<file path="config.mk">
export PLATFORM = sky130hd
export DESIGN_NAME = sounding_note_tracker
export DESIGN_NICKNAME = d
export VERILOG_FILES = /design/src/rtl/core/snt_pkg.sv /design/src/rtl/core/snt_table.sv /design/src/rtl/core/sounding_note_tracker.sv
export SDC_FILE = /design/constraint.sdc
export NUM_CORES = 1
export LEC_CHECK = 0
export CORE_MARGIN = 2
export CORE_UTILIZATION = 40
export CTS_BUF_LIST = sky130_fd_sc_hd__clkbuf_4 sky130_fd_sc_hd__clkbuf_8 sky130_fd_sc_hd__clkbuf_16
export CTS_CLUSTER_DIAMETER = 50
export CTS_CLUSTER_SIZE = 25
export DETAILED_ROUTE_END_ITERATION = 10
export DONT_BUFFER_PORTS = 1
export GPL_ROUTABILITY_DRIVEN = 0
export SYNTH_ARGS = -nofsm -noshare
export SYNTH_HDL_FRONTEND = slang
export SYNTH_SLANG_ARGS = --single-unit
export TNS_END_PERCENT = 1
</file>
<file path="constraint.sdc">
create_clock -name clk -period 4.2 [get_ports clk]
set_input_delay 0.84 -clock clk [delete_from_list [all_inputs] [get_ports clk]]
set_output_delay 0.84 -clock clk [all_outputs]
set_load 0.02 [all_outputs]
</file>
<file path="src/rtl/core/snt_pkg.sv">
package snt_pkg;

  localparam int OP_W       = 3;
  localparam int KIND_W     = 2;
  localparam int IN_DATA_W  = 48;
  localparam int OUT_DATA_W = 64;
  localparam int REL_W      = 5;
  localparam int REF_W      = 16;

  localparam logic [OP_W-1:0] OP_EMIT        = 3'd0;
  localparam logic [OP_W-1:0] OP_RELEASE_SRC = 3'd1;
  localparam logic [OP_W-1:0] OP_RELEASE_ALL = 3'd2;
  localparam logic [OP_W-1:0] OP_READ        = 3'd3;
  localparam logic [OP_W-1:0] OP_HOLDS       = 3'd4;

  localparam logic [KIND_W-1:0] KIND_NOTE_ON  = 2'd0;
  localparam logic [KIND_W-1:0] KIND_NOTE_OFF = 2'd1;
  localparam logic [KIND_W-1:0] KIND_STATUS   = 2'd2;

  localparam logic [7:0] NO_ENTRY = 8'hFF;

  typedef struct packed {
    logic [7:0] source;
    logic [6:0] note;
    logic [3:0] channel;
  } entry_t;

endpackage

</file>
<file path="src/rtl/core/snt_table.sv">
module snt_table #(
  parameter int DEPTH = 16,
  parameter int AW    = 4
) (
  input  logic            clk,
  input  logic            we,
  input  logic [AW-1:0]   waddr,
  input  snt_pkg::entry_t wdata,
  input  logic [AW-1:0]   raddr,
  output snt_pkg::entry_t rdata
);
  import snt_pkg::*;

  entry_t mem [DEPTH];
  entry_t rdata_r;

  always_ff @(posedge clk) begin
    if (we) begin
      mem[waddr] <= wdata;
    end
    rdata_r <= mem[raddr];
  end

  assign rdata = rdata_r;

endmodule

</file>
<file path="src/rtl/core/sounding_note_tracker.sv">
// order: emit and operations without a scan go from dispatch to status (a read through
// check); scans go from dispatch through a scan and a check state per table entry, then
// the end of scan, then status (a holds match goes from check straight to status)
// flow: one operation at a time, the next is taken the cycle after the status
// transaction is loaded; output stalls can hold dispatch, check and status
// reset: entry count and refusal counter cleared, table contents undefined until
// written, no clearing pass
module sounding_note_tracker #(
  parameter int TABLE_DEPTH = 16
) (
  input  logic                           clk,
  input  logic                           rst_n,
  input  logic                           in_tvalid,
  output logic                           in_tready,
  // out_port, source, note, velocity, channel, entry_index
  input  logic [snt_pkg::IN_DATA_W-1:0]  in_tdata,
  // op
  input  logic [snt_pkg::OP_W-1:0]       in_tuser,
  output logic                           out_tvalid,
  input  logic                           out_tready,
  // event_port, event_channel, event_note, event_velocity, entry_source,
  // released_count, accepted, found, refusal_total
  output logic [snt_pkg::OUT_DATA_W-1:0] out_tdata,
  // kind
  output logic [snt_pkg::KIND_W-1:0]     out_tuser,
  output logic                           out_tlast
);
  import snt_pkg::*;

  localparam int AW = (TABLE_DEPTH > 1) ? $clog2(TABLE_DEPTH) : 1;
  localparam int CW = $clog2(TABLE_DEPTH + 1);
  localparam logic [CW-1:0] DEPTH_C = CW'(TABLE_DEPTH);

  typedef enum logic [2:0] {
    S_IDLE,
    S_DISPATCH,
    S_SCAN,
    S_CHECK,
    S_STATUS
  } state_t;

  state_t          state_r;
  logic [CW-1:0]   count_r;
  logic [REF_W-1:0] refusal_r;
  logic [CW-1:0]   idx_i_r;
  logic [CW-1:0]   idx_w_r;
  logic [CW-1:0]   rel_r;
  logic            acc_r;
  logic            found_r;

  logic [OP_W-1:0] op_r;
  logic [7:0]      port_r;
  logic [7:0]      src_r;
  logic [6:0]      note_r;
  logic [6:0]      vel_r;
  logic [3:0]      chan_r;
  logic [7:0]      eidx_r;
  logic [7:0]      rd_src_r;
  logic [7:0]      rd_note_r;
  logic [3:0]      rd_chan_r;

  logic                  out_valid_r;
  logic [OUT_DATA_W-1:0] out_data_r;
  logic [KIND_W-1:0]     out_kind_r;
  logic                  out_last_r;

  logic          can_put;
  logic          put_status;
  logic          mem_we;
  logic [AW-1:0] mem_waddr;
  entry_t        mem_wdata;
  logic [AW-1:0] mem_raddr;
  entry_t        mem_rdata;
  logic          idx_in_range;
  logic          src_match;
  logic [6:0]    vel_on;
  logic          put_event;
  logic [KIND_W-1:0] ev_kind;
  entry_t        ev_entry;
  logic [6:0]    ev_vel;

  snt_table #(
    .DEPTH (TABLE_DEPTH),
    .AW    (AW)
  ) u_table (
    .clk   (clk),
    .we    (mem_we),
    .waddr (mem_waddr),
    .wdata (mem_wdata),
    .raddr (mem_raddr),
    .rdata (mem_rdata)
  );

  assign can_put      = !out_valid_r || out_tready;
  assign put_status   = state_r == S_STATUS && can_put;
  assign idx_in_range = eidx_r < 8'(count_r);
  assign src_match    = mem_rdata.source == src_r;
  assign vel_on       = (vel_r == 7'd0) ? 7'd1 : vel_r;
  assign mem_raddr    = (op_r == OP_READ) ? eidx_r[AW-1:0] : idx_i_r[AW-1:0];

  always_comb begin
    mem_we    = 1'b0;
    mem_waddr = idx_w_r[AW-1:0];
    mem_wdata = mem_rdata;
    if (state_r == S_DISPATCH && op_r == OP_EMIT && count_r < DEPTH_C && can_put) begin
      mem_we    = 1'b1;
      mem_waddr = count_r[AW-1:0];
      mem_wdata = '{source: src_r, note: note_r, channel: chan_r};
    end else if (state_r == S_CHECK && op_r == OP_RELEASE_SRC && !src_match) begin
      mem_we = 1'b1;
    end
  end

  // event transaction to load this cycle
  always_comb begin
    put_event = 1'b0;
    ev_kind   = KIND_NOTE_OFF;
    ev_entry  = mem_rdata;
    ev_vel    = 7'd0;
    if (state_r == S_DISPATCH && op_r == OP_EMIT && count_r < DEPTH_C && can_put) begin
      put_event = 1'b1;
      ev_kind   = KIND_NOTE_ON;
      ev_entry  = '{source: src_r, note: note_r, channel: chan_r};
      ev_vel    = vel_on;
    end else if (state_r == S_CHECK && can_put &&
                 ((op_r == OP_RELEASE_SRC && src_match) || op_r == OP_RELEASE_ALL)) begin
      put_event = 1'b1;
    end
  end

  assign in_tready  = state_r == S_IDLE;
  assign out_tvalid = out_valid_r;
  assign out_tdata  = out_data_r;
  assign out_tuser  = out_kind_r;
  assign out_tlast  = out_last_r;

  always_ff @(posedge clk) begin
    if (!rst_n) begin
      state_r     <= S_IDLE;
      count_r     <= '0;
      refusal_r   <= '0;
      out_valid_r <= 1'b0;
    end else begin
      if (out_valid_r && out_tready && !put_event && !put_status) begin
        out_valid_r <= 1'b0;
      end
      if (put_event) begin
        out_valid_r <= 1'b1;
        out_kind_r  <= ev_kind;
        out_last_r  <= 1'b0;
        out_data_r  <= {6'd0, refusal_r, 1'b0, 1'b0, REL_W'(0), ev_entry.source, ev_vel,
                        1'b0, ev_entry.note, ev_entry.channel, port_r};
      end
      case (state_r)
        S_IDLE: begin
          if (in_tvalid) begin
            op_r      <= in_tuser;
            port_r    <= in_tdata[7:0];
            src_r     <= in_tdata[15:8];
            note_r    <= in_tdata[22:16];
            vel_r     <= in_tdata[29:23];
            chan_r    <= in_tdata[33:30];
            eidx_r    <= in_tdata[41:34];
            rd_src_r  <= NO_ENTRY;
            rd_note_r <= NO_ENTRY;
            rd_chan_r <= 4'd0;
            idx_i_r   <= '0;
            idx_w_r   <= '0;
            rel_r     <= '0;
            acc_r     <= 1'b0;
            found_r   <= 1'b0;
            state_r   <= S_DISPATCH;
          end
        end
        S_DISPATCH: begin
          case (op_r)
            OP_EMIT: begin
              if (count_r >= DEPTH_C) begin
                refusal_r <= refusal_r + REF_W'(1);
                state_r   <= S_STATUS;
              end else if (can_put) begin
                count_r <= count_r + CW'(1);
                acc_r   <= 1'b1;
                state_r <= S_STATUS;
              end
            end
            OP_RELEASE_SRC, OP_RELEASE_ALL, OP_HOLDS: state_r <= S_SCAN;
            OP_READ: state_r <= idx_in_range ? S_CHECK : S_STATUS;
            default: state_r <= S_STATUS;
          endcase
        end
        S_SCAN: begin
          // read of entry idx_i_r issued here, data valid in check
          if (idx_i_r < count_r) begin
            state_r <= S_CHECK;
          end else begin
            if (op_r == OP_RELEASE_SRC) begin
              count_r <= idx_w_r;
            end else if (op_r == OP_RELEASE_ALL) begin
              count_r <= '0;
            end
            state_r <= S_STATUS;
          end
        end
        S_CHECK: begin
          case (op_r)
            OP_RELEASE_SRC: begin
              if (!src_match) begin
                idx_w_r <= idx_w_r + CW'(1);
                idx_i_r <= idx_i_r + CW'(1);
                state_r <= S_SCAN;
              end else if (can_put) begin
                rel_r   <= rel_r + CW'(1);
                idx_i_r <= idx_i_r + CW'(1);
                state_r <= S_SCAN;
              end
            end
            OP_RELEASE_ALL: begin
              if (can_put) begin
                rel_r   <= rel_r + CW'(1);
                idx_i_r <= idx_i_r + CW'(1);
                state_r <= S_SCAN;
              end
            end
            OP_HOLDS: begin
              if (src_match) begin
                found_r <= 1'b1;
                state_r <= S_STATUS;
              end else begin
                idx_i_r <= idx_i_r + CW'(1);
                state_r <= S_SCAN;
              end
            end
            OP_READ: begin
              rd_src_r  <= mem_rdata.source;
              rd_note_r <= {1'b0, mem_rdata.note};
              rd_chan_r <= mem_rdata.channel;
              state_r   <= S_STATUS;
            end
            default: state_r <= S_STATUS;
          endcase
        end
        S_STATUS: begin
          if (put_status) begin
            out_valid_r <= 1'b1;
            out_kind_r  <= KIND_STATUS;
            out_last_r  <= 1'b1;
            if (op_r == OP_READ) begin
              out_data_r <= {6'd0, refusal_r, found_r, acc_r, REL_W'(rel_r), rd_src_r, 7'd0,
                             rd_note_r, rd_chan_r, 8'd0};
            end else begin
              out_data_r <= {6'd0, refusal_r, found_r, acc_r, REL_W'(rel_r), 8'd0, 7'd0,
                             8'd0, 4'd0, 8'd0};
            end
            state_r <= S_IDLE;
          end
        end
        default: state_r <= S_IDLE;
      endcase
    end
  end

endmodule

</file>
==> Yosys cells after proc, flatten, opt, wreduce, memory -nomap -nowiden <==
Memory sizes are Yosys's and may differ from the RTL's. A register that Yosys moved wholly into a read port is not among the register bits.
Cells that the tools add are included.
{ "op_classes": {"n_addsub": 5, "n_mul": 0, "div": 0, "order_cmp": 4, "eq_ne": 26, "shifts": 0, "muxes": 74, "bitwise": 0, "reduce_logical": 35} }
{ "ops": {"columns": ["op", "count"], "rows": [
  ["2-to-1 mux 64 bit", 3],
  ["2-to-1 mux 5 bit", 14],
  ["case mux 5 bit (2 select lines)", 5],
  ["2-to-1 mux 35 bit", 1],
  ["case mux 8 bit (2 select lines)", 2],
  ["2-to-1 mux 3 bit", 9],
  ["2-to-1 mux 8 bit", 3],
  ["adder 5 x 1 -> 5 bit (second input constant)", 4],
  ["2-to-1 mux 1 bit", 20],
  ["AND reduction 5 bit", 4],
  ["2-to-1 mux 19 bit", 1],
  ["case mux 3 bit (3 select lines)", 2],
  ["adder 16 x 1 -> 16 bit (second input constant)", 1],
  ["2-to-1 mux 4 bit", 4],
  ["case mux 3 bit (5 select lines)", 1],
  ["case mux 5 bit (3 select lines)", 1],
  ["2-to-1 mux 7 bit", 2],
  ["!= test 2 bit (second input constant)", 7],
  ["equality test 3 x 2 -> 1 bit (second input constant)", 4],
  ["logical AND 1 bit", 12],
  ["AND reduction 6 bit", 2],
  ["!= test 3 bit (second input constant)", 3],
  ["AND reduction 3 bit", 3],
  ["equality test 8 bit", 1],
  ["20 further kinds", 35]
]} }
{ "totals": {"register_bits": 174, "latch_bits": 0, "ramBits": 304, "mem_bits_ro": 0, "elab_cells": 167, "memories": 1} }
{ "memory_table": {"columns": ["name", "words", "width", "read_ports", "rd_clocked_by_memory_dff", "wr", "line_no", "rtl"], "rows": [
  ["u_table.mem", 16, 19, 1, 1, 1, "snt_table.sv:14", "entry_t mem [DEPTH];"]
]} }

==> Depth between registers and ports, before layout <==
Gate-level depths: netlist of run 1.
{ "logic_depth": {"word_depth": 13, "mapped_depth": 11} }

==> By module <==
A second synthesis of run 1 with hierarchy kept.
{ "unflattened": {"hier_cells": 1162, "area_unflattened_um2": 19857.8} }
{ "modules_own_cells": {"columns": ["mod", "instances", "cells_each", "area_each_um2", "seq_area_each_um2"], "rows": [
  ["snt_table", 1, 507, 11846.4, 9509.1],
  ["sounding_note_tracker", 1, 655, 8011.4, 4974.8]
]} }

==> Worst setup path before layout of run 1 <==
No wires, ideal clock.
{ "synth_path": {"path_type": "register -> register", "startpoint": "reg state_r[1]", "endpoint": "reg chan_r[0], enable pin", "arrival_time_ps": 3156, "slack_ps": 597, "path_stages_with_launch": 5, "n_path_buf": 1, "period_less_slack_ps": 3603, "path_cell_list": "dfxtp_1 -> clkbuf_1 -> nor3_1 -> nand2_1 -> nor2_1"} }
{ "synth_between": {"elab_chain_cells": 2} }
{ "synth_rtl": {"columns": ["element", "line_no", "rtl"], "rows": [
  ["start, declared", "sounding_note_tracker.sv:42", "state_t state_r;"],
  ["start signal, assigned", "sounding_note_tracker.sv:188", "OP_READ: state_r <= idx_in_range ? S_CHECK : S_STATUS;"],
  ["zero test 3 bit", null, null],
  ["via in_tready", "sounding_note_tracker.sv:14", "output logic in_tready,"],
  ["AND reduction 3 bit (no line)", null, null],
  ["end signal, assigned", "sounding_note_tracker.sv:162", "chan_r <= in_tdata[33:30];"],
  ["end, declared", "sounding_note_tracker.sv:56", "logic [3:0] chan_r;"]
]} }
The timed path passes the listed nets, and every way through them passes these cells.
A chain may end at the register's enable or synchronous reset.

==> Worst setup path after layout of run 1 <==
{ "layout_path": {"startpoint": "reg op_r[1]", "endpoint": "mem u_table.mem[2][0] (netlist name), enable pin"} }
{ "layout_between": {"elab_chain_cells": 7, "elab_cells_between_ends": 12, "cone_classes": "eq/ne: 1; mux: 5; reduce/logical: 6"} }
{ "layout_rtl": {"columns": ["element", "line_no", "rtl"], "rows": [
  ["start, declared", "sounding_note_tracker.sv:51", "logic [OP_W-1:0] op_r;"],
  ["start signal, assigned", "sounding_note_tracker.sv:157", "op_r <= in_tuser;"],
  ["equality test 3 x 1 -> 1 bit or zero test 3 bit (tied branches)", "sounding_note_tracker.sv:109, sounding_note_tracker.sv:105", null],
  ["logical AND 1 bit, on equally long branches (2 in a row)", "sounding_note_tracker.sv:109, sounding_note_tracker.sv:105", null],
  ["2-to-1 mux 1 bit or logical AND 1 bit (tied branches)", "sounding_note_tracker.sv:109, sounding_note_tracker.sv:105", null],
  ["2-to-1 mux 1 bit", "sounding_note_tracker.sv:105", "if (state_r == S_DISPATCH && op_r == OP_EMIT && count_r < DEPTH_C && can_put) begin"],
  ["2-to-1 mux 1 bit", "snt_table.sv:18", "if (we) begin"],
  ["2-to-1 mux 1 bit (not written as such)", "snt_table.sv:19", "mem[waddr] <= wdata;"],
  ["end, declared", "snt_table.sv:14", null]
]} }
Parallel ways exist; a longest one is shown, timed or not.

==> results.md, run 1 <==
* Outcome: finished clean
* Worst r2r src: op_r[1]
* Worst EP arrival at 3.58 ns
* Pins Over Slew Limit at 0
* Hold EP: port_r[0]
* Detailed Route Iter0 Violations at 721
* EDFF count, synth at 453
* Reg2reg setup slack at 0.86 ns
* Placed Area at 0.0213 mm2
* Clock latency on the worst-skew pair at 0.56 ns
* Synth cell types at 56
* Hold_sp: in_tdata[0]
* Layout cell share with drive strength beyond 1 at 14.7%
* Tcrit/Tclk final at 79.4%
* Yosys top cell by area: edfxtp_1
* N_diodes at 0
* Post-CTS Resized at 0
* Commonest non-fill, non-tap cell in the layout: edfxtp_1
* Routed wire length at 44300 um
* Top cells by area, synth: edfxtp_1 (67%), mux2i_1 (6.6%), dfxtp_1 (4.3%)
* Setup violators final at 0
* Setup_tns at 0 ns
* Via count at 11018
* Share of the yosys chip area belonging to registers at 71.0%
* Kind of critical path: reg -> reg
* Wire length per cell at 21.7 um
* Asr flop ratio synth at 0%
* Die Height at 230 um
* Slew at the pin with the worst max-slew slack at 1.13 ns
* Slowest CP cell: nand3_1
* Core Util, Final at 44.9%
* Largest net degree at the start of global routing at 117
* Reg clk slew, reported paths at 0.09 ns
* CP startpoint kind: flop
* ANT nets after route at 0
* Placed Cells at 1978
* Worst VDD drop at 0.275 mV
* Mean Syn Cell Area at 15.2 um2
* CTS root buf: clkbuf_16
* Number of global-route vias before repair at 10777
* Crit. End Element: flop
* Leak at 7.72 nW
* FILL cells at 4337
* Row cnt at 82
* Initial antenna violation count at 1
* Worst reg-to-reg path cell count at 6
* MaxCap Viol Count at 0
* RR Endpoint: u_table.mem[2][0]
* GRT overflow at 0
* Crit-path max FO at 19
* Clock sink count at 497
* Setup Skew at 0.0421 ns
* H-tree depth at 2
* First-pass GRT wire length at 66600 um
* Core ar. at 0.0503 mm2
* Post-CTS Repair Setup Buffers at 0
* Mapped Nets at 1409
* DPL Wire Length at 25900 um
* Fin Hold WS at 0.364 ns
* Final instance area at 0.0226 mm2
* CP max stage delay at 0.60 ns
* Max Freq at 0.300 GHz
* CTS Hold Bufs at 0
* Pre-antenna DRT Iters at 5
* Post-Syn Area at 0.0204 mm2
* Die ar. at 0.0528 mm2
* Pwr/cell area at 459 mW/mm2
* Area growth, synth to finish at 10.6%
* Die W at 230 um
* IO Count at 124
* Yosys warns at 0
* Unrepaired setup endpoints after global routing: no
* Post-synthesis register bit count at 497
* Main flop type after synthesis: edfxtp_1
* Total global-route track usage at 16.6%
* CP most frequent cell: buf_4
* CTS tree: yes
* Commonest non-fill, non-tap cells in the layout: edfxtp_1 (453), mux2i_1 (132), nand2_1 (92)
* Max-slew headroom at 24.3%
* Drt via density at 5.39
* CP Data Required Time at 4.45 ns
* Clock buffer depth at 3
* Final hold vios at 0
* Area fraction of the dominant cell type after synthesis at 66.7%
* Residual DRC at 0
* IO buf count at 0
* CP Cell Sequence: nor4_1, nand3_1, buf_4, a31oi_1, nor2_2, buf_4
* Final net count at 1412
* Syn Inst Count at 1341
* Tmin final at 3.34 ns
* Initial core utilization at 40.6%
* Worst min path class: in -> reg
* Num CTS Buffers at 36
* Hold depth at 0
* Layout Cells excl Fill at 2044
## synth_stat cells (all sizes together) (2+ instances only)
library cell	instances
xor2	13
a21o	2
dfxtp	44
nand3b	3
a21oi	60
nand2	92
nand2b	6
o21a	2
inv	10
o32a	2
nor4	4
o21ai	12
mux2i	134
o22ai	20
xnor2	22
mux2	55
o31ai	2
edfxtp	453
a221oi	2
nand3	14
a22o	14
nor2	68
ha	13
nor3b	5
a31oi	9
nor2b	40
nor3	12
and2	18
buf	44
clkbuf	29
a211oi	43
and3	20
or3	3
a221o	33
nand4	9
or2	16
## metrics by stage
stage / setup slack, ns / total power [W]
floorplan: 0.597 / 0.00646
global placement: 0.924 / 0.00668
detailed placement: 0.908 / 0.00671
CTS: 0.873 / 0.0104
global route: 0.618 / 0.0107
finish: 0.865 / 0.0103
## cell families (layout without fill, tap and decap cells)
logic type / count (synthesis) / in the layout / synth area share, %
AOI/OAI and AO/OA: 209 / 209 / 7.20
xor gates and xnor gates: 35 / 35 / 1.50
adders and majority gates: 13 / 13 / 0.797
DFF: 497 / 497 / 71.0
buffers and inverters: 83 / 114 / 2.12
muxes: 189 / 189 / 9.61
and+or+nand+nor: 315 / 315 / 7.77
## worst max path at each step
| stage | startpoint | end | slack, ns | cells past startpoint |
|---|---|---|---|---|
| floorplan | state_r[1] | chan_r[0] | 0.60 | 4 |
| global placement | op_r[1] | u_table.mem[2][10] | 0.92 | 6 |
| detailed placement | op_r[1] | out_tdata[17] | 0.91 | 6 |
| CTS | op_r[1] | out_tdata[17] | 0.87 | 6 |
| global route | op_r[1] | out_tdata[9] | 0.62 | 6 |
| finish | op_r[1] | u_table.mem[2][0] | 0.86 | 6 |
## critical path: cells and delay by family, from the launching register on
family	cells	cell delay (ns)
AND/OR/NAND/NOR	3	1.27
AO/OA/AOI/OAI	1	0.51
flip-flops	1	0.55
buffers and inverters	2	0.69
## layout make-up
| class | count | area (um2) | share of cell area (%) |
|---|---|---|---|
| Tap cell | 672 | 841 | 3.73 |
| Clock buffer | 40 | 972 | 4.31 |
| Inverter | 10 | 37.5 | 0.166 |
| Clock inverter | 26 | 330 | 1.46 |
| Sequential cell | 497 | 14500 | 64.2 |
| Timing Repair Buffer | 38 | 323 | 1.43 |
| Multi-Input combinational cell | 761 | 5580 | 24.7 |
## per-layer routing
| metal | GRT usage (%) | wire length [um] | vias to the layer above |
|---|---|---|---|
| met4 | 5.18 | 1240 | 2 |
| met2 | 29.0 | 22200 | 289 |
| li1 | - | - | 5154 |
| met3 | 3.47 | 2600 | 78 |
| met1 | 20.5 | 18300 | 5495 |
| met5 | 0 | 14 | - |
## power breakdown
part           internal (W)  total, W  switching (W)
Sequential          0.00567   0.00585       0.000181
Combinational      0.000261  0.000735       0.000474
Clock               0.00191   0.00376        0.00185
## state kept, by name, indices dropped and copies added, names as in the netlist, 8 cells and up
| register | count |
|---|---|
| eidx_r | 8 |
| out_tdata | 64 |
| port_r | 8 |
| rd_note_r | 8 |
| rd_src_r | 8 |
| refusal_r | 16 |
| src_r | 8 |
| u_table.mem | 304 |
| u_table.rdata | 19 |
Power figures use the tool's default switching activity.
==> inputs of run 2 (changes only) <==
==> constraint.sdc (replaced) <==
create_clock -name clk -period 3.1 [get_ports clk]
set_input_delay 0.62 -clock clk [delete_from_list [all_inputs] [get_ports clk]]
set_output_delay 0.62 -clock clk [all_outputs]
set_load 0.02 [all_outputs]
==> results.md, run 2 (synthesized netlist as in run 1, its figures left out) <==
* Seq. cell area at 0.0145 mm2 (unchanged)
* DPL Wire Length at 28600 um (was 25900 um)
* Clock sink count at 497 (unchanged)
* Kind of critical path: reg -> reg (unchanged)
* Area growth, synth to finish at 13.7% (was 10.6%)
* Clock buffer depth at 3 (unchanged)
* Number of global-route vias before repair at 11152 (was 10777)
* Die ar. at 0.0528 mm2 (unchanged)
* Leak at 8.05 nW (was 7.72 nW)
* CP Data Required Time at 3.41 ns (was 4.45 ns)
* Largest reg by FF count: u_table.mem (unchanged)
* CTS Hold Bufs at 0 (unchanged)
* ANT nets after route at 0 (unchanged)
* Tcrit/Tclk final at 86.7% (was 79.4%)
* Final hold vios at 0 (unchanged)
* Unrepaired setup endpoints after global routing: no (unchanged)
* CTS tree: yes (unchanged)
* Max-slew headroom at 45.3% (was 24.3%)
* Die Height at 230 um (unchanged)
* Wire length per cell at 21.7 um (about the same)
* IO Count at 124 (unchanged)
* Drt via density at 5.36 (was 5.39)
* CP startpoint kind: flop (unchanged)
* CTS root buf: clkbuf_16 (unchanged)
* First-pass GRT wire length at 69200 um (was 66600 um)
* Max FFs per register at 304 (unchanged)
* Worst min path class: in -> reg (unchanged)
* Crit-path max FO at 17 (was 19)
* Via count at 11246 (was 11018)
* Core ar. at 0.0503 mm2 (unchanged)
* Clock latency on the worst-skew pair at 0.57 ns (was 0.56 ns)
* Crit. End Element: flop (unchanged)
* Total global-route track usage at 17.2% (was 16.6%)
* Tmin final at 2.69 ns (was 3.34 ns)
* Placed Cells at 2028 (was 1978)
* FILL cells at 4356 (was 4337)
* Layout Cells excl Fill at 2097 (was 2044)
* Slew at the pin with the worst max-slew slack at 0.819 ns (was 1.13 ns)
* Slowest CP cell: edfxtp_1 (was nand3_1)
* Multi-input logic area at 0.00558 mm2 (unchanged)
* Reg2reg setup slack at 0.41 ns (was 0.86 ns)
* Largest net degree at the start of global routing at 76 (was 117)
* CP max stage delay at 0.54 ns (was 0.60 ns)
* Layout cell share with drive strength beyond 1 at 17.8% (was 14.7%)
* Post-CTS Resized at 0 (unchanged)
* Commonest non-fill, non-tap cells in the layout: edfxtp_1 (453), mux2i_1 (132), nand2_1 (92) (unchanged)
* Setup violators final at 0 (unchanged)
* Outcome: finished clean (unchanged)
* MaxCap Viol Count at 0 (unchanged)
* Pins Over Slew Limit at 0 (unchanged)
* IO buf count at 0 (unchanged)
* H-tree depth at 2 (unchanged)
* Worst VDD drop at 0.319 mV (was 0.275 mV)
* Buf/Inv on CP at 1 (was 2)
* Reg clk slew, reported paths at 0.07 ns (was 0.09 ns)
* Final net count at 1464 (was 1412)
* Setup Skew at 0.0226 ns (was 0.0421 ns)
* Detailed Route Iter0 Violations at 885 (was 721)
* Post-CTS Repair Setup Buffers at 0 (unchanged)
* Die W at 230 um (unchanged)
* Initial core utilization at 40.6% (unchanged)
* CP Cell Sequence: nor4_1, and3_1, nor2_1, a21oi_1, nor2_2, buf_12 (was nor4_1, nand3_1, buf_4, a31oi_1, nor2_2, buf_4)
* Routed wire length at 45500 um (was 44300 um)
* Residual DRC at 0 (unchanged)
* Final instance area at 0.0232 mm2 (was 0.0226 mm2)
* Num CTS Buffers at 38 (was 36)
* Max Freq at 0.372 GHz (was 0.300 GHz)
* Placed Area at 0.0219 mm2 (was 0.0213 mm2)
* GRT overflow at 0 (unchanged)
* Row cnt at 82 (unchanged)
* N_diodes at 0 (unchanged)
* Pre-antenna DRT Iters at 5 (unchanged)
* Worst EP arrival at 3.00 ns (was 3.58 ns)
* Commonest non-fill, non-tap cell in the layout: edfxtp_1 (unchanged)
* CP top delay family: simple AND/OR/NAND/NOR gates (unchanged)
* Initial antenna violation count at 0 (was 1)
* Pwr/cell area at 615 mW/mm2 (was 459 mW/mm2)
==> run 2: cell types whose count changed in the layout (fill, tap and decap cells not counted), sizes merged <==
cell,delta
buf,+50
clkbuf,+8
inv,-5
clkinv,-3
clkinvlp,+2
bufinv,+1
==> run 2: final timing paths <==
kind | cells after the start | from | to
setup / recovery | 6 | op_r[0] | u_table.mem[12][11]
hold / removal | 0 | in_tdata[40] | eidx_r[6]
setup reg to reg | 6 | op_r[0] | u_table.mem[12][11]
hold reg to reg | 2 | rd_note_r[2] | out_tdata[14]
==> run 2: cell type report <==
class,count,share of cell area (%)
tap,672,3.62
sequential,497,62.4
multi-input combinational,761,24.1
clock inverter,21,1.07
timing repair buffer,88,3.98
clock buffer,48,4.68
inverter,10,0.162
==> run 2: worst reg2reg max path: stages (launching register included) <==
cell      delay, ns
edfxtp_1       0.54
nor4_1         0.47
and3_1         0.54
nor2_1         0.08
a21oi_1        0.44
nor2_2         0.15
buf_12         0.21
==> run 2: routing by layer <==
metal	vias to the layer above	part of all wire [%]	GRT usage (%)
met5	-	0	0
met4	0	2.0	4.35
met3	59	5.5	3.48
met2	286	48	29.1
met1	5659	44	22.6
li1	5242	-	-
==> run 2: power breakdown <==
part	switching [W]	internal [W]	leakage [nW]
sequential	0.000245	0.00767	4.49
clock	0.00239	0.00281	0.643
combinational	0.000683	0.000453	2.92
==> run 2: metrics by stage <==
step                      total power [W]  TNS, ns  hold WS (ns)  worst slack, ns  utilization, %
after floorplan                   0.00875    -7.64         0.475           -0.101               -
after global placement            0.00917        0         0.491            0.419            43.5
after detailed placement          0.00921        0         0.503            0.403            43.5
after CTS                          0.0144        0         0.114            0.382            46.1
after global routing               0.0147        0         0.115            0.197            46.1
final                              0.0143        0         0.144            0.411            46.1
==> inputs of run 3 (changes only) <==
--- a/config.mk
+++ b/config.mk
@@ -6,13 +6,14 @@
 export NUM_CORES = 1
 export LEC_CHECK = 0
 export CORE_MARGIN = 2
-export CORE_UTILIZATION = 40
+export CORE_UTILIZATION = 51
 export CTS_BUF_LIST = sky130_fd_sc_hd__clkbuf_4 sky130_fd_sc_hd__clkbuf_8 sky130_fd_sc_hd__clkbuf_16
 export CTS_CLUSTER_DIAMETER = 50
 export CTS_CLUSTER_SIZE = 25
 export DETAILED_ROUTE_END_ITERATION = 10
 export DONT_BUFFER_PORTS = 1
 export GPL_ROUTABILITY_DRIVEN = 0
+export PLACE_DENSITY = 0.69
 export SYNTH_ARGS = -nofsm -noshare
 export SYNTH_HDL_FRONTEND = slang
 export SYNTH_SLANG_ARGS = --single-unit
==> constraint.sdc (replaced) <==
create_clock -name clk -period 2.2 [get_ports clk]
set_input_delay 0.44 -clock clk [delete_from_list [all_inputs] [get_ports clk]]
set_output_delay 0.44 -clock clk [all_outputs]
set_load 0.02 [all_outputs]
==> results.md, run 3 (synthesized netlist as in run 1, its figures left out) <==
* Outcome: finished with violations (was finished clean)
* Failing checks: negative setup slack
* Layout cell share with drive strength beyond 1 at 28.0% (was 17.8%)
* Max Freq at 0.423 GHz (was 0.372 GHz)
* Via count at 12624 (was 11246)
* Commonest non-fill, non-tap cell in the layout: edfxtp_1 (unchanged)
* H-tree depth at 2 (unchanged)
* Worst min path class: in -> reg (unchanged)
* Final net count at 1635 (was 1464)
* Die ar. at 0.0416 mm2 (was 0.0528 mm2)
* Tcrit/Tclk final at 108% (was 86.7%)
* Setup violators final at 214 (was 0)
* FILL cells at 2723 (was 4356)
* Num CTS Buffers at 42 (was 38)
* IO Count at 124 (unchanged)
* Area growth, synth to finish at 26.7% (was 13.7%)
* Row cnt at 73 (was 82)
* Setup_tns at -10.25 ns (was 0 ns)
* CP Data Required Time at 2.65 ns (was 3.41 ns)
* Slew at the pin with the worst max-slew slack at 0.425 ns (was 0.819 ns)
* Worst EP arrival at 2.82 ns (was 3.00 ns)
* Max-slew headroom at 71.7% (was 45.3%)
* Crit-path max FO at 19 (was 17)
* DPL Wire Length at 30500 um (was 28600 um)
* N_diodes at 0 (unchanged)
* Worst VDD drop at 0.822 mV (was 0.319 mV)
* Largest reg by FF count: u_table.mem (unchanged)
* Routed wire length at 51800 um (was 45500 um)
* ANT nets after route at 0 (unchanged)
* Clock latency on the worst-skew pair at 0.61 ns (was 0.57 ns)
* CP max stage delay at 0.42 ns (was 0.54 ns)
* Leak at 9.31 nW (was 8.05 nW)
* Max FFs per register at 304 (unchanged)
* Wire length per cell at 24.4 um (was 21.7 um)
* Core ar. at 0.0396 mm2 (was 0.0503 mm2)
* Largest net degree at the start of global routing at 72 (was 76)
* Unrepaired setup endpoints after global routing: yes (was no)
* Slowest CP cell: edfxtp_1 (unchanged)
* CTS tree: yes (unchanged)
* Total global-route track usage at 24.7% (was 17.2%)
* Global routing usage on met1 at 35.5% (was 22.6%)
* GR Util met3 at 3.64% (was 3.48%)
* Pre-antenna DRT Iters at 5 (unchanged)
* Die W at 204 um (was 230 um)
* Pwr/cell area at 831 mW/mm2 (was 615 mW/mm2)
* Setup Skew at 0.0475 ns (was 0.0226 ns)
* Residual DRC at 0 (unchanged)
* GR met2 Demand/Resource at 39.0% (was 29.1%)
* Peak-usage layer in the global routing report: met2 (unchanged)
* Commonest non-fill, non-tap cells in the layout: edfxtp_1 (453), mux2i_1 (124), buf_4 (122) (was edfxtp_1 (453), mux2i_1 (132), nand2_1 (92))
* Initial core utilization at 51.5% (was 40.6%)
* Detailed Route Iter0 Violations at 1128 (was 885)
* Initial antenna violation count at 0 (unchanged)
* Buf/Inv on CP at 4 (was 1)
* Final hold vios at 0 (unchanged)
* Crit. End Element: flop (unchanged)
* Worst setup margin at -0.166 ns (was 0.411 ns)
* CP startpoint kind: flop (unchanged)
* Reg2reg setup slack at -0.17 ns (was 0.41 ns)
* GRT overflow at 0 (unchanged)
* MaxCap Viol Count at 0 (unchanged)
* First-pass GRT wire length at 76300 um (was 69200 um)
* Tmin final at 2.37 ns (was 2.69 ns)
* Pins Over Slew Limit at 0 (unchanged)
* Die Height at 204 um (was 230 um)
* Clock sink count at 497 (unchanged)
* CP Cell Sequence: buf_6, nand3b_4, mux2i_4, buf_6, buf_12, buf_12, nor2b_1, a211oi_1, a21oi_1, a221o_1 (was nor4_1, and3_1, nor2_1, a21oi_1, nor2_2, buf_12)
* Number of global-route vias before repair at 12558 (was 11152)
* IO buf count at 0 (unchanged)
* Reg clk slew, reported paths at 0.07 ns (about the same)
* CP top delay family: compound AO/OA/AOI/OAI gates (was simple AND/OR/NAND/NOR gates)
* Kind of critical path: reg -> reg (unchanged)
* Final Total Pwr at 0.0215 W (was 0.0143 W)
* Drt via density at 5.94 (was 5.36)
* Clock buffer depth at 3 (unchanged)
* CTS root buf: clkbuf_16 (unchanged)
run 3: cell count changes in the layout (fill, tap and decap cells not counted), moves of 13 or more:
cell           delta
buf_4            +55
dlygate4sd3_1    +45
buf_12           +29
buf_6            +23
nor2_4           +17
nor2_2           -15
o22ai_1          -15
o22ai_2          +15
mux2_2           -13
mux2_4           +13
run 3: cell type report:
type / count / area, um2 / area share, %
clock buffers: 48 / 1130 / 4.38
clock inverters: 30 / 404 / 1.56
inverters: 10 / 37.5 / 0.145
multi-input cells: 762 / 6150 / 23.8
flip-flops and latches: 497 / 14500 / 56.0
well taps: 525 / 657 / 2.54
repair buffers: 254 / 2980 / 11.5
run 3: layer usage:
metal  vias to the layer above  share of wire, %
met1                      6388                43
li1                       5628                 -
met5                         -                 0
met4                         0               2.6
met2                       505                47
met3                       103               7.0
run 3: path summary, 6_finish.rpt:
kind / end / startpoint / cells past startpoint
hold / removal: state_r[2] / rst_n / 2
setup / recovery: u_table.rdata[15] / op_r[1] / 10
setup reg to reg: u_table.rdata[15] / op_r[1] / 10
hold reg to reg: refusal_r[15] / refusal_r[15] / 2
run 3: stage by stage:
step	hold WS, ns	util (%)	setup slack [ns]	cell area (um2)	instances
after floorplan	0.475	-	-0.200	20600	1341
after global placement	0.502	57.8	-0.278	22900	1975
after detailed placement	0.497	57.8	-0.295	22900	1975
after CTS	0.0166	64.5	-0.116	25600	2121
after global routing	0.0408	65.2	-0.276	25800	2126
final	0.0373	65.2	-0.166	25800	2126
run 3: where the power goes:
part	total (W)	switching [W]	leakage [nW]	internal (W)
logic	0.00219	0.00118	4.07	0.00101
registers	0.0112	0.000346	4.49	0.0108
clock network	0.00814	0.00377	0.748	0.00437
total	0.0215	0.00530	9.31	0.0162
run 3: what timing repair did:
action | in CTS | in global routing
endpoints found under the setup margin | 389 | 615
cloned | 7 | 3
endpoints found under the hold margin | 116 | 0
pin swaps | 18 | 17
gates resized for setup | 66 | 56
setup buffers | 15 | 2
hold buffers | 46 | 0
